$ cat config.mk
export PLATFORM = sky130hd
export DESIGN_NAME = perspective_texture_divide
export DESIGN_NICKNAME = d
export VERILOG_FILES = /design/src/src/ptd_pkg.sv /design/src/src/perspective_texture_divide.sv
export SDC_FILE = /design/constraint.sdc
export NUM_CORES = 1
export LEC_CHECK = 0
export BUFFER_PORTS_ARGS = -buffer_cell sky130_fd_sc_hd__buf_2
export CAP_MARGIN = 30
export CORE_ASPECT_RATIO = 1.1
export CORE_MARGIN = 2
export CORE_UTILIZATION = 55
export CTS_CLUSTER_SIZE = 16
export DETAILED_ROUTE_END_ITERATION = 6
export PLACE_DENSITY = 0.72
export SETUP_SLACK_MARGIN = 0.05
export SLEW_MARGIN = 15
export SYNTH_ARGS = -nofsm -noshare
export SYNTH_HDL_FRONTEND = slang
export SYNTH_SLANG_ARGS = --single-unit
export TNS_END_PERCENT = 10
$ cat constraint.sdc
create_clock -name clock -period 9.95 [get_ports clock]
set_input_delay 0.995 -clock clock [delete_from_list [all_inputs] [get_ports clock]]
set_output_delay 0.995 -clock clock [all_outputs]
set_load 0.1 [all_outputs]
$ cat src/src/ptd_pkg.sv
// ptd_pkg: types, reciprocal table and range constants for the perspective texture divide
// no dependencies; used by src/perspective_texture_divide.sv

package ptd_pkg;

   // input transaction payload
   typedef struct packed {
      logic signed [15:0] coordinate;
      logic signed [15:0] w;
   } ptd_req_type;

   // result transaction payload
   typedef struct packed {
      logic signed [16:0] wide_value;
      logic signed [15:0] clamped_value;
      logic               overflow;
   } ptd_rsp_type;

   // reciprocal table size and index width
   localparam int RecipDepth = 65;
   localparam int RecipIdxW  = $clog2(RecipDepth);

   // unsigned q.14 reciprocals of 1.0 .. 2.0 in 64 steps
   localparam logic [14:0] RECIP_ROM [RecipDepth] = '{
      15'h4000, 15'h3f04, 15'h3e10, 15'h3d22, 15'h3c3c, 15'h3b5d, 15'h3a83, 15'h39b1,
      15'h38e4, 15'h381c, 15'h375a, 15'h369d, 15'h35e5, 15'h3532, 15'h3483, 15'h33d9,
      15'h3333, 15'h3291, 15'h31f4, 15'h3159, 15'h30c3, 15'h3030, 15'h2fa1, 15'h2f15,
      15'h2e8c, 15'h2e06, 15'h2d83, 15'h2d03, 15'h2c86, 15'h2c0b, 15'h2b93, 15'h2b1e,
      15'h2aab, 15'h2a3a, 15'h29cc, 15'h2960, 15'h28f6, 15'h288e, 15'h2828, 15'h27c4,
      15'h2762, 15'h2702, 15'h26a4, 15'h2648, 15'h25ed, 15'h2594, 15'h253d, 15'h24e7,
      15'h2492, 15'h243f, 15'h23ee, 15'h239e, 15'h234f, 15'h2302, 15'h22b6, 15'h226c,
      15'h2222, 15'h21da, 15'h2193, 15'h214d, 15'h2108, 15'h20c5, 15'h2082, 15'h2041,
      15'h2000
   };

   // normalisation amount that means w == 1 (product is doubled)
   localparam logic [3:0] SHIFT_MAX = 4'd14;

   // wide clamp bounds on the shifted product
   localparam logic signed [31:0] WIDE_HI = 32'sd65535;
   localparam logic signed [31:0] WIDE_LO = -32'sd65536;

   // 17-bit results
   localparam logic signed [16:0] WIDE_HI_17 = 17'sh0ffff;
   localparam logic signed [16:0] WIDE_LO_17 = 17'sh10000;
   localparam logic signed [16:0] SAT_POS_17 = 17'sh07fff;
   localparam logic signed [16:0] SAT_NEG_17 = 17'sh18000;

   // 16-bit clamp bounds
   localparam logic signed [16:0] NARROW_HI = 17'sd32767;
   localparam logic signed [16:0] NARROW_LO = -17'sd32768;
   localparam logic signed [15:0] SAT_POS_16 = 16'sh7fff;
   localparam logic signed [15:0] SAT_NEG_16 = 16'sh8000;

endpackage

$ cat src/src/perspective_texture_divide.sv
// perspective_texture_divide: five-stage pipelined divide of a texture coordinate by w
// depends on src/ptd_pkg.sv (payload types, reciprocal table, clamp constants)

// Takes one transaction per clock while rsp_ready stays high. The pipeline
// has five register stages: w normalisation, reciprocal table read, linear
// interpolation, the 16x16 multiply, and the final shift, range check and
// clamp into the result register. All stages move together: when the
// result register is full and rsp_ready is low, req_ready drops and every
// stage holds, so nothing is lost or repeated. A non-positive w gives 0x7fff
// with overflow set.

module perspective_texture_divide (
   input  logic                 clock,
   input  logic                 reset,
   input  logic                 req_valid,
   output logic                 req_ready,
   input  ptd_pkg::ptd_req_type req_data,
   output logic                 rsp_valid,
   input  logic                 rsp_ready,
   output ptd_pkg::ptd_rsp_type rsp_data
);

   // pipeline advance
   logic advance;

   // stage 1: normalisation
   logic               st1_valid_ff;
   logic signed [15:0] st1_coord_ff;
   logic               st1_nonpos_ff;
   logic [3:0]         st1_shift_ff;
   logic [5:0]         st1_idx_ff;
   logic [7:0]         st1_frac_ff;
   logic [3:0]         st1_shift_in;
   logic [14:0]        st1_norm;

   // stage 2: table read
   logic               st2_valid_ff;
   logic signed [15:0] st2_coord_ff;
   logic               st2_nonpos_ff;
   logic [3:0]         st2_shift_ff;
   logic [7:0]         st2_frac_ff;
   logic [14:0]        st2_base_ff;
   logic [7:0]         st2_drop_ff;
   logic [14:0]        st2_base_in;
   logic [14:0]        st2_next;
   logic [ptd_pkg::RecipIdxW-1:0] st2_addr0;
   logic [ptd_pkg::RecipIdxW-1:0] st2_addr1;

   // stage 3: interpolation
   logic               st3_valid_ff;
   logic signed [15:0] st3_coord_ff;
   logic               st3_nonpos_ff;
   logic [3:0]         st3_shift_ff;
   logic [14:0]        st3_recip_ff;
   logic [16:0]        st3_step;
   logic [14:0]        st3_recip_in;

   // stage 4: multiply
   logic               st4_valid_ff;
   logic               st4_nonpos_ff;
   logic [3:0]         st4_shift_ff;
   logic signed [30:0] st4_product_ff;
   logic signed [31:0] st4_full;

   // stage 5: shift, range check, clamp
   logic                 rsp_valid_ff;
   ptd_pkg::ptd_rsp_type rsp_data_ff;
   ptd_pkg::ptd_rsp_type rsp_data_in;
   logic signed [31:0]   st5_prod;
   logic signed [31:0]   st5_div;
   logic [29:0]          st5_mask;
   logic [29:0]          st5_outside;
   logic                 st5_pick;

   // whole pipeline moves when the result register can be emptied
   assign advance   = !rsp_valid_ff || rsp_ready;
   assign req_ready = advance;
   assign rsp_valid = rsp_valid_ff;
   assign rsp_data  = rsp_data_ff;

   // valid bits
   always_ff @(posedge clock) begin
      if (reset) begin
         st1_valid_ff <= 1'b0;
         st2_valid_ff <= 1'b0;
         st3_valid_ff <= 1'b0;
         st4_valid_ff <= 1'b0;
         rsp_valid_ff <= 1'b0;
      end else if (advance) begin
         st1_valid_ff <= req_valid;
         st2_valid_ff <= st1_valid_ff;
         st3_valid_ff <= st2_valid_ff;
         st4_valid_ff <= st3_valid_ff;
         rsp_valid_ff <= st4_valid_ff;
      end
   end

   // stage 1: leading one search puts the top bit of w on bit 14
   always_comb begin
      st1_shift_in = ptd_pkg::SHIFT_MAX;
      for (int i = 0; i < 15; i++) begin
         if (req_data.w[i]) begin
            st1_shift_in = 4'(14 - i);
         end
      end
      st1_norm = req_data.w[14:0] << st1_shift_in;
   end

   always_ff @(posedge clock) begin
      if (advance) begin
         st1_coord_ff  <= req_data.coordinate;
         st1_nonpos_ff <= req_data.w[15] || (req_data.w == 16'sd0);
         st1_shift_ff  <= st1_shift_in;
         st1_idx_ff    <= st1_norm[13:8];
         st1_frac_ff   <= st1_norm[7:0];
      end
   end

   // stage 2: neighbouring table entries and their difference
   always_comb begin
      st2_addr0   = {1'b0, st1_idx_ff};
      st2_addr1   = st2_addr0 + 7'd1;
      st2_base_in = ptd_pkg::RECIP_ROM[st2_addr0];
      st2_next    = ptd_pkg::RECIP_ROM[st2_addr1];
   end

   always_ff @(posedge clock) begin
      if (advance) begin
         st2_coord_ff  <= st1_coord_ff;
         st2_nonpos_ff <= st1_nonpos_ff;
         st2_shift_ff  <= st1_shift_ff;
         st2_frac_ff   <= st1_frac_ff;
         st2_base_ff   <= st2_base_in;
         st2_drop_ff   <= 8'(st2_base_in - st2_next);
      end
   end

   // stage 3: reciprocal minus the rounded-up interpolation step
   always_comb begin
      st3_step     = 17'({8'd0, st2_drop_ff} * {8'd0, st2_frac_ff}) + 17'd255;
      st3_recip_in = st2_base_ff - 15'(st3_step[16:8]);
   end

   always_ff @(posedge clock) begin
      if (advance) begin
         st3_coord_ff  <= st2_coord_ff;
         st3_nonpos_ff <= st2_nonpos_ff;
         st3_shift_ff  <= st2_shift_ff;
         st3_recip_ff  <= st3_recip_in;
      end
   end

   // stage 4: signed coordinate times unsigned reciprocal
   assign st4_full = st3_coord_ff * $signed({1'b0, st3_recip_ff});

   always_ff @(posedge clock) begin
      if (advance) begin
         st4_nonpos_ff  <= st3_nonpos_ff;
         st4_shift_ff   <= st3_shift_ff;
         st4_product_ff <= st4_full[30:0];
      end
   end

   // stage 5: denormalise, check the guard bits, then saturate or clamp
   always_comb begin
      st5_prod = {st4_product_ff[30], st4_product_ff};
      if (st4_shift_ff == ptd_pkg::SHIFT_MAX) begin
         st5_div  = st5_prod <<< 1;
         st5_pick = st5_prod[29];
      end else begin
         st5_div  = st5_prod >>> (4'd13 - st4_shift_ff);
         st5_pick = st5_div[29];
      end
      // guard bits run from 29 - shift up to bit 29
      st5_mask    = 30'h3fffffff << (5'd29 - {1'b0, st4_shift_ff});
      st5_outside = st4_product_ff[29:0] & st5_mask;

      rsp_data_in.overflow = 1'b0;
      if (st4_nonpos_ff) begin
         rsp_data_in.overflow   = 1'b1;
         rsp_data_in.wide_value = ptd_pkg::SAT_POS_17;
      end else if ((st5_outside != 30'd0) && (st5_outside != st5_mask)) begin
         rsp_data_in.overflow   = 1'b1;
         rsp_data_in.wide_value = st5_pick ? ptd_pkg::SAT_NEG_17 : ptd_pkg::SAT_POS_17;
      end else if (st5_div > ptd_pkg::WIDE_HI) begin
         rsp_data_in.wide_value = ptd_pkg::WIDE_HI_17;
      end else if (st5_div < ptd_pkg::WIDE_LO) begin
         rsp_data_in.wide_value = ptd_pkg::WIDE_LO_17;
      end else begin
         rsp_data_in.wide_value = st5_div[16:0];
      end

      // narrow copy clamped to 16 bits
      if (rsp_data_in.wide_value > ptd_pkg::NARROW_HI) begin
         rsp_data_in.clamped_value = ptd_pkg::SAT_POS_16;
      end else if (rsp_data_in.wide_value < ptd_pkg::NARROW_LO) begin
         rsp_data_in.clamped_value = ptd_pkg::SAT_NEG_16;
      end else begin
         rsp_data_in.clamped_value = rsp_data_in.wide_value[15:0];
      end
   end

   always_ff @(posedge clock) begin
      if (advance) begin
         rsp_data_ff <= rsp_data_in;
      end
   end

   // an overflow always carries one of the two saturation values
   a_ovf_sat : assert property (@(posedge clock) disable iff (reset)
      rsp_valid && rsp_data.overflow |->
         (rsp_data.wide_value == ptd_pkg::SAT_POS_17) ||
         (rsp_data.wide_value == ptd_pkg::SAT_NEG_17))
      else $error("overflow result not saturated");

   // narrow value equals wide value whenever the wide value fits 16 bits
   a_narrow_match : assert property (@(posedge clock) disable iff (reset)
      rsp_valid && (rsp_data.wide_value <= ptd_pkg::NARROW_HI) &&
         (rsp_data.wide_value >= ptd_pkg::NARROW_LO) |->
         rsp_data.clamped_value == rsp_data.wide_value[15:0])
      else $error("clamped value disagrees with wide value");

   // a transaction in the multiply stage reaches the result register when the pipe moves
   a_last_stage : assert property (@(posedge clock) disable iff (reset)
      st4_valid_ff && advance |=> rsp_valid_ff)
      else $error("transaction dropped before result register");

   // a held result keeps the pipe frozen
   a_hold : assert property (@(posedge clock) disable iff (reset)
      rsp_valid && !rsp_ready |=> $stable(st4_product_ff) && rsp_valid)
      else $error("pipeline moved while result stalled");

endmodule

Word level (Yosys, flattened, before mapping):

Memories as Yosys holds them, arrays and structs flattened.
Index checks and enable logic that the tools add are counted.

* register bits: 198
* memory bits (read-only): 3840
* bits of input ports: 36
* output and inout bits: 36
* logic and storage cells: 83
* memories: 2

Memory list
* (no name shown): depth 128, bits a word 15, rd ports 1, clocked after memory_dff 0, wr ports 0, RTL line perspective_texture_divide.sv:124 `st2_next = ptd_pkg::RECIP_ROM[st2_addr1];`
* (no name shown): depth 128, bits a word 15, rd ports 1, clocked after memory_dff 0, wr ports 0, RTL line perspective_texture_divide.sv:123 `st2_base_in = ptd_pkg::RECIP_ROM[st2_addr0];`

* add/subtract/negate cells: 6
* $mul: 2
* order comparisons: 6
* equality and inequality tests: 2
* shifts and indexed selects: 3
* muxes and demuxes: 27
* bitwise gates (word level): 3
* reductions and logical operators: 6

Operators with widths (count)
* 2-to-1 mux 17 bit: 5
* 2-to-1 mux 4 bit: 13
* > comparator 32 x 17 -> 1 bit, second input constant: 1
* less-than comparator 32 x 17 -> 1 bit, second input constant: 1
* 2-to-1 mux 32 bit: 1
* >>> shifter 31 x 4 -> 32 bit: 1
* multiplier 16 x 16 -> 31 bit: 1
* bitwise AND 30 bit: 1
* 2-to-1 mux 15 bit: 2
* inequality test 30 bit: 1
* nonzero test 30 bit: 1
* << shifter 30 x 5 -> 30 bit, first input constant: 1
* adder 16 x 8 -> 17 bit, second input constant: 1
* > comparator 17 x 16 -> 1 bit, second input constant: 1
* less-than comparator 17 x 16 -> 1 bit, second input constant: 1
* greater-or-equal comparator 8 bit, second input constant: 2
* zero test 16 bit: 1
* multiplier 8 x 8 -> 16 bit: 1
* 2-to-1 mux 16 bit: 1
* 2-to-1 mux 8 bit: 2
* << shifter 15 x 4 -> 14 bit: 1
* subtractor 15 x 9 -> 15 bit: 1
* inverter 6 -> 8 bit: 1
* inverter 7 -> 8 bit: 1
* 10 further kinds: 12

Depth between registers and ports, before layout:

Gate-level depths: netlist (run 1).

* depth in word-level cells: 15
* gate-level depth with buffers: 25

Worst setup path before layout (run 1):

OpenSTA, ideal clock, no wires.

* path kind: in2out
* start: input port rsp_ready
* end: output port req_ready
* arrival time: 7.283 ns
* required time: 8.955 ns
* slack: 1.672 ns
* cell stages on the path: 2
* path buffers: 1
* cells stage by stage: nand2b_1 -> clkbuf_1

* word-level cells in the longest chain between the ends: 1

RTL lines
* start, declared: RTL line perspective_texture_divide.sv:19 `input logic rsp_ready,`
* logical OR 1 bit: RTL line perspective_texture_divide.sv:76 `assign advance = !rsp_valid_ff || rsp_ready;`
* end, declared: RTL line perspective_texture_divide.sv:16 `output logic req_ready,`

No other way between the ends.

Worst setup path in the final report (run 1):

* start: register st2_drop_ff[4]
* end: register st3_recip_ff[14] (data pin)

* word-level cells in the longest chain between the ends: 3

RTL lines
* start, declared: RTL line perspective_texture_divide.sv:43 `logic [7:0] st2_drop_ff;`
* start signal, assigned: RTL line perspective_texture_divide.sv:134 `st2_drop_ff <= 8'(st2_base_in - st2_next);`
* multiplier 8 x 8 -> 16 bit: RTL line perspective_texture_divide.sv:140 `st3_step = 17'({8'd0, st2_drop_ff} * {8'd0, st2_frac_ff}) + 17'd255;`
* adder 16 x 8 -> 17 bit: RTL line perspective_texture_divide.sv:140
* subtractor 15 x 9 -> 15 bit: RTL line perspective_texture_divide.sv:141 `st3_recip_in = st2_base_ff - 15'(st3_step[16:8]);`
* via st3_recip_in[14]: RTL line perspective_texture_divide.sv:56 `logic [14:0] st3_recip_in;`
* end signal, assigned: RTL line perspective_texture_divide.sv:149 `st3_recip_ff <= st3_recip_in;`
* end, declared: RTL line perspective_texture_divide.sv:54 `logic [14:0] st3_recip_ff;`

The timed path passes the listed nets, and every way through them passes these cells.
A chain may end at the register's enable or synchronous reset.

==> results.ini, run 1 <==
[die]
die-area_sq_um = 45200
start_util_pct = 55.5
die_w_um = 203
num_rows = 80
die_h_um = 223
core_area_sq_um = 43100
boundaryPins = 72

[grt]
grt_pass1_wl_um = 91800
gr-usage-met2_pct = 44.0
antenna_found_initial = 0
overflow = 0
grt_use_met1_pct = 31.8
top_usage_layer = met2
grt_pass1_vias = 18400
grt_use_met3_pct = 2.95
grt_max_degree = 76
grt_usage_pct = 25.3

[detailed_routing]
ant_nets = 0
firstDrtPassIters = 7
num_vias = 17800
vias_per_cell = 5.88
wl_per_cell_um = 18.0
drtIter0Drc = 1410
drt-total-wl_um = 54500
drc = 0

[synthesis]
ys_types = 94
synth_edf_count = 193
yosysTopAreaCellShare_pct = 24.2
synth-main-ff-cell = edfxtp_1
yosys-top-cells-area = edfxtp_1, fa_1, ha_1
yosysWarnings = 0
ys_seq_elements = 198
syn_inst = 2464
yosysTopAreaCell = edfxtp_1
syn-num-nets = 2933
syn_area_per_cell_sq_um = 9.72
synth-seq-area-share_pct = 24.6
synth_async_sr_flop_share_pct = 0
synthesis.area_sq_um = 23900

[clock_tree]
cts_max_path_buffers = 2
cts_root_buffer = clkbuf_16
cts_hold_buf = 0
cts_tree = yes
cts_setup_buffers = 0
cts-resized-gates = 0
clk_latency_ns = 0.48
clkTransAtPathRegs_ns = 0.08
cts_buffers = 17
cts_sinks = 198
htree_levels = 4

[setup_path]
path_cells = nand2_1 -> fa_1 -> inv_1 -> fa_1 -> fa_1 -> inv_1 -> fa_1 -> inv_1 -> ha_1 -> or3_1 -> a31o_2 -> a41oi_1 -> nor2_1 -> o21a_1 -> or2_2 -> ha_1 -> a21o_1 -> a21oi_1 -> o21ai_0 -> a21oi_1 -> o21bai_1 -> a21o_1 -> a2111oi_0 -> xor2_1
worstPathMaxFanout = 8
end_kind = register
cp_top_family = adder cells
critical_path.n_buffers_inverters = 3
cp_data_required_time_ns = 10.16
slowest_stage = fa_1
crit_top_cell = fa_1
crit_type = register to register
cp.arrival_ns = 7.11
critPathLaunchType = register
cp_slowest_stage_delay_ns = 0.55

[layout]
area_delta_synth_final_pct = 5.50
most-common-layout-cells = inv_1, fa_1, nand2_1
final_common_cell = inv_1
fin_cells = 3029
drive_gt1_share_pct = 8.84
final_nets = 2911
diodes = 0

[timing]
slew_viol_final = 0
setup_tns_ns = 0
period_share_pct = 69.4
hold_viol_final = 0
tightest_slew_ns = 0.983
rsz0062_at_grt = false
fin_skew_ns = 0.0155
layout_min_cycle_time_ns = 6.91
setup_violations = 0
relSlewSlack_pct = 34.5
fmax_mhz = 145

[hold_path]
worst_hold_path_type = register to register

[placed_design]
port_buffers = 71
dpl.hpwl_um = 41500
gp_congestion = 0.952
dp.cells = 2993

[run_status]
status = complete, no violations

[flow_run]
cap_violations = 0

==> synth_stat cells, types with 35 or more instances <==
master	instances
mux2i_1	43
mux4_2	35
o21ai_0	82
and2_1	160
inv_1	367
edfxtp_1	193
ha_1	149
fa_1	284
clkbuf_1	101
xnor2_1	44
a21oi_1	137
nand2_1	267
nor2_1	127
==> layer usage <==
metal | up-vias | share of wire [%]
li1 | 8259 | -
met1 | 8839 | 41
met2 | 585 | 51
met3 | 123 | 4.8
met4 | 0 | 3.3
met5 | - | 0
==> area by class of cell <==
cell class              count  area (sq um)
fillers                  3674         17900
flip-flops and latches    198          5900
multi-input cells        1762         16100
inverters                 370          1390
repair buffers             93           524
clock inverters            15           220
well taps                 574           718
clock buffers              17           425
==> path summary, 6_finish.rpt <==
path	from	endpoint	slack (ns)	depth (start not counted)
max	st2_drop_ff[4]$_DFFE_PP_	st3_recip_ff[14]$_DFFE_PP_	3.04	24
min	st2_shift_ff[0]$_DFFE_PP_	st3_shift_ff[0]$_DFFE_PP_	0.42	0
max reg2reg	st2_drop_ff[4]$_DFFE_PP_	st3_recip_ff[14]$_DFFE_PP_	3.04	24
min reg2reg	st2_shift_ff[0]$_DFFE_PP_	st3_shift_ff[0]$_DFFE_PP_	0.42	0
==> worst reg2reg max path: cells and delay by family, from the launching register on <==
kind                     cells  cell delay (ns)
AND/OR/NAND/NOR              4             0.94
AO/OA/AOI/OAI               10             2.36
buffers and inverters        3             0.15
flip-flops                   1             0.51
XOR/XNOR                     1             0.11
adder cells (fa/ha/maj)      6             2.56
==> cells by family after synthesis <==
kind of cell | synth area share, %
compound gates | 11.9
xor+xnor | 2.23
fa+ha+maj | 31.5
buf+inv | 8.23
flops | 24.6
mux | 6.65
simple gates | 14.9
==> per-stage QoR <==
step	utilization (%)	setup slack (ns)	instance area, sq um	hold WS, ns
finish	58.6	3.04	25300	0.419
global route	58.6	2.62	25300	0.427
CTS	58.5	3.07	25200	0.421
detailed placement	57.0	3.10	24600	0.405
global placement	57.0	3.24	24600	0.400
floorplan	-	1.67	23900	0.400
==> sequential cells by signal, summed over array words and instances (netlist names), 4 cells and up <==
signal,count
st2_base_ff,15
st2_shift_ff,4
st4_shift_ff,4
rsp_data,34
st1_frac_ff,8
st2_drop_ff,8
st4_product_ff,31
st1_shift_ff,4
st3_recip_ff,15
st3_shift_ff,4
st1_idx_ff,6
st2_coord_ff,16
st3_coord_ff,16
st2_frac_ff,8
st1_coord_ff,16
Power of run 1 is not shown: default switching activity piles up to over one toggle a cycle in this logic, so the estimate is an artifact.
==> inputs of run 2 (changes only) <==
- PLACE_DENSITY: 0.72 -> 0.75
- clock period: 9.95 -> 6.35 ns (I/O delays scaled with it)
==> run 2 against run 1 <==
Global-route usage rose by 1.4 points. Critical path depth is 4 lower. Count of clock-buffer cells in the layout is the same. Worst hold slack got worse by 0.095 ns. Clock skew shrank 0.0042 ns. Cell count is 4.6% higher. Via count increased by 4.7%. Non-clock buffer count grew 139. Sequential cell count did not move. First-iteration DRC count rose by 13%. Routed wire length increased by 7.4%. Largest cell class unchanged. Cell area is 5.9% higher.
==> results.ini, run 2 (synthesis results as in run 1) <==
[run_status]
status = complete, no violations  ; unchanged

[detailed_routing]
num_vias = 18600  ; was 17,800
drt-total-wl_um = 58600  ; was 54,500 um
drtIter0Drc = 1592  ; was 1,410
drc = 0  ; unchanged
vias_per_cell = 5.89  ; was 5.88
wl_per_cell_um = 18.5  ; was 18.0 um
firstDrtPassIters = 6  ; was 7
ant_nets = 0  ; unchanged

[clock_tree]
cts_tree = yes  ; unchanged
htree_levels = 4  ; unchanged
cts_sinks = 198  ; unchanged
clkTransAtPathRegs_ns = 0.08  ; about the same
cts_buffers = 17  ; unchanged
clk_latency_ns = 0.48  ; about the same
cts_root_buffer = clkbuf_16  ; unchanged
cts_max_path_buffers = 2  ; unchanged

[setup_path]
cp.arrival_ns = 6.49  ; was 7.11 ns
cp_data_required_time_ns = 6.59  ; was 10.16 ns
path_depth = 20  ; was 24
cp_slowest_stage_delay_ns = 0.58  ; was 0.55 ns
cp_top_family = adder cells  ; unchanged
crit_type = register to register  ; unchanged
rr_startpoint = st3_coord_ff[8]$_DFFE_PP_  ; was st2_drop_ff[4]$_DFFE_PP_
path_cells = buf_4 -> buf_4 -> nand2_1 -> fa_1 -> fa_1 -> fa_1 -> fa_1 -> inv_1 -> fa_1 -> fa_1 -> ha_1 -> a211oi_2 -> nor2_1 -> o41ai_2 -> o21ai_2 -> buf_4 -> o21ai_0 -> nand2b_1 -> a21oi_1 -> xnor2_1  ; was nand2_1 -> fa_1 -> inv_1 -> fa_1 -> fa_1 -> inv_1 -> fa_1 -> inv_1 -> ha_1 -> or3_1 -> a31o_2 -> a41oi_1 -> nor2_1 -> o21a_1 -> or2_2 -> ha_1 -> a21o_1 -> a21oi_1 -> o21ai_0 -> a21oi_1 -> o21bai_1 -> a21o_1 -> a2111oi_0 -> xor2_1
regToRegSetupSlack_ns = 0.1  ; was 3.04 ns
end_kind = register  ; unchanged
r2r_cells = 20  ; was 24
crit_top_cell = fa_1  ; unchanged
critPathLaunchType = register  ; unchanged
startpoint = st3_coord_ff[8]$_DFFE_PP_  ; was st2_drop_ff[4]$_DFFE_PP_
slowest_stage = fa_1  ; unchanged
worstPathMaxFanout = 5  ; was 8
critical_path.n_buffers_inverters = 4  ; was 3

[layout]
diodes = 0  ; unchanged
drive_gt1_share_pct = 15.6  ; was 8.84%
largest_reg_flops = 34  ; unchanged
most-common-layout-cells = inv_1, fa_1, nand2_1  ; unchanged
largestRegisters = rsp_data: 34 flops, st4_product_ff: 31 flops  ; unchanged
area_delta_synth_final_pct = 11.7  ; was 5.50%
final_nets = 3050  ; was 2,911
regMostFlops = rsp_data  ; unchanged
final_common_cell = inv_1  ; unchanged
fill_cells = 3468  ; was 3,674
fin_cells = 3168  ; was 3,029

[grt]
grt_usage_pct = 26.7  ; was 25.3%
antenna_found_initial = 0  ; unchanged
grt_pass1_vias = 19300  ; was 18,400
grt_pass1_wl_um = 96600  ; was 91,800 um
grt_max_degree = 137  ; was 76
overflow = 0  ; unchanged

[hold_path]
worst_hold_path_type = input port to register  ; was register to register
min_path_cells = 1  ; was 0
min-delay-start = req_data[19]  ; was st2_shift_ff[0]$_DFFE_PP_

[die]
die_w_um = 203  ; unchanged
die_h_um = 223  ; unchanged
boundaryPins = 72  ; unchanged
die-area_sq_um = 45200  ; unchanged
core_area_sq_um = 43100  ; unchanged
num_rows = 80  ; unchanged
start_util_pct = 55.5  ; unchanged

[placed_design]
port_buffers = 71  ; unchanged
gp_congestion = 0.943  ; was 0.952
dpl.hpwl_um = 43500  ; was 41,500 um
place_worst_setup_slack_ns = -0.174  ; was 3.10 ns
dp.cells = 3075  ; was 2,993

[timing]
period_share_pct = 98.5  ; was 69.4%
layout_min_cycle_time_ns = 6.25  ; was 6.91 ns
fmax_mhz = 160  ; was 145 MHz
whs_ns = 0.324  ; was 0.419 ns
fin_skew_ns = 0.0114  ; was 0.0155 ns
relSlewSlack_pct = 42.0  ; was 34.5%
rsz0062_at_grt = true  ; was false
final.setup.worst_slack_ns = 0.0959  ; was 3.04 ns
tightest_slew_ns = 0.853  ; was 0.983 ns
setup_violations = 0  ; unchanged
hold_viol_final = 0  ; unchanged
slew_viol_final = 0  ; unchanged

[flow_run]
cap_violations = 0  ; unchanged

## run 2: cell types whose count changed in the layout (fill, tap and decap cells not counted), sizes merged
cell      before  now
buf           93  232
clkinv         9    8
clkinvlp       0    1
## run 2: worst paths after layout
check                                               endpoint
worst max-delay path            st4_product_ff[20]$_DFFE_PP_
worst min-delay path               st1_coord_ff[3]$_DFFE_PP_
worst max register to register  st4_product_ff[20]$_DFFE_PP_
worst min register to register     st3_shift_ff[2]$_DFFE_PP_
## run 2: routing by layer
layer  part of all wire [%]  vias up  track usage, %  wire length (um)
li1                       -     8538               -                 -
met4                    4.1        0            12.7              2370
met1                     39     9199            33.1             22800
met3                    5.2      183            2.77              3070
met2                     52      724            47.0             30300
met5                      0        -               0                 0
## run 2: final cells by class
| class | instances | area [sq um] | area share (%) |
|---|---|---|---|
| Clock buffer | 17 | 425 | 1.59 |
| Inverter | 370 | 1390 | 5.20 |
| Multi-Input combinational cell | 1762 | 16400 | 61.2 |
| Tap cell | 574 | 718 | 2.68 |
| Sequential cell | 198 | 5900 | 22.0 |
| Timing Repair Buffer | 232 | 1720 | 6.42 |
| Clock inverter | 15 | 240 | 0.898 |
## run 2: through the flow
| stage | cell area [sq um] | utilization [%] | TNS [ns] |
|---|---|---|---|
| 2_1_floorplan | 23900 | - | 0 |
| 3_3_place_gp | 25200 | 58.5 | -0.0451 |
| 3_5_place_dp | 25300 | 58.6 | -0.389 |
| 4_1_cts | 26300 | 60.9 | 0 |
| 5_1_grt | 26800 | 62.0 | -0.111 |
| 6_report | 26800 | 62.0 | 0 |
## run 2: timing repair
item	CTS	global route
resized for setup	9	67
endpoints found under the setup margin	13	19
hold buffers	0	0
pin swaps	3	32
buffers inserted	35	24
Power of run 2 is left out for the same reason.
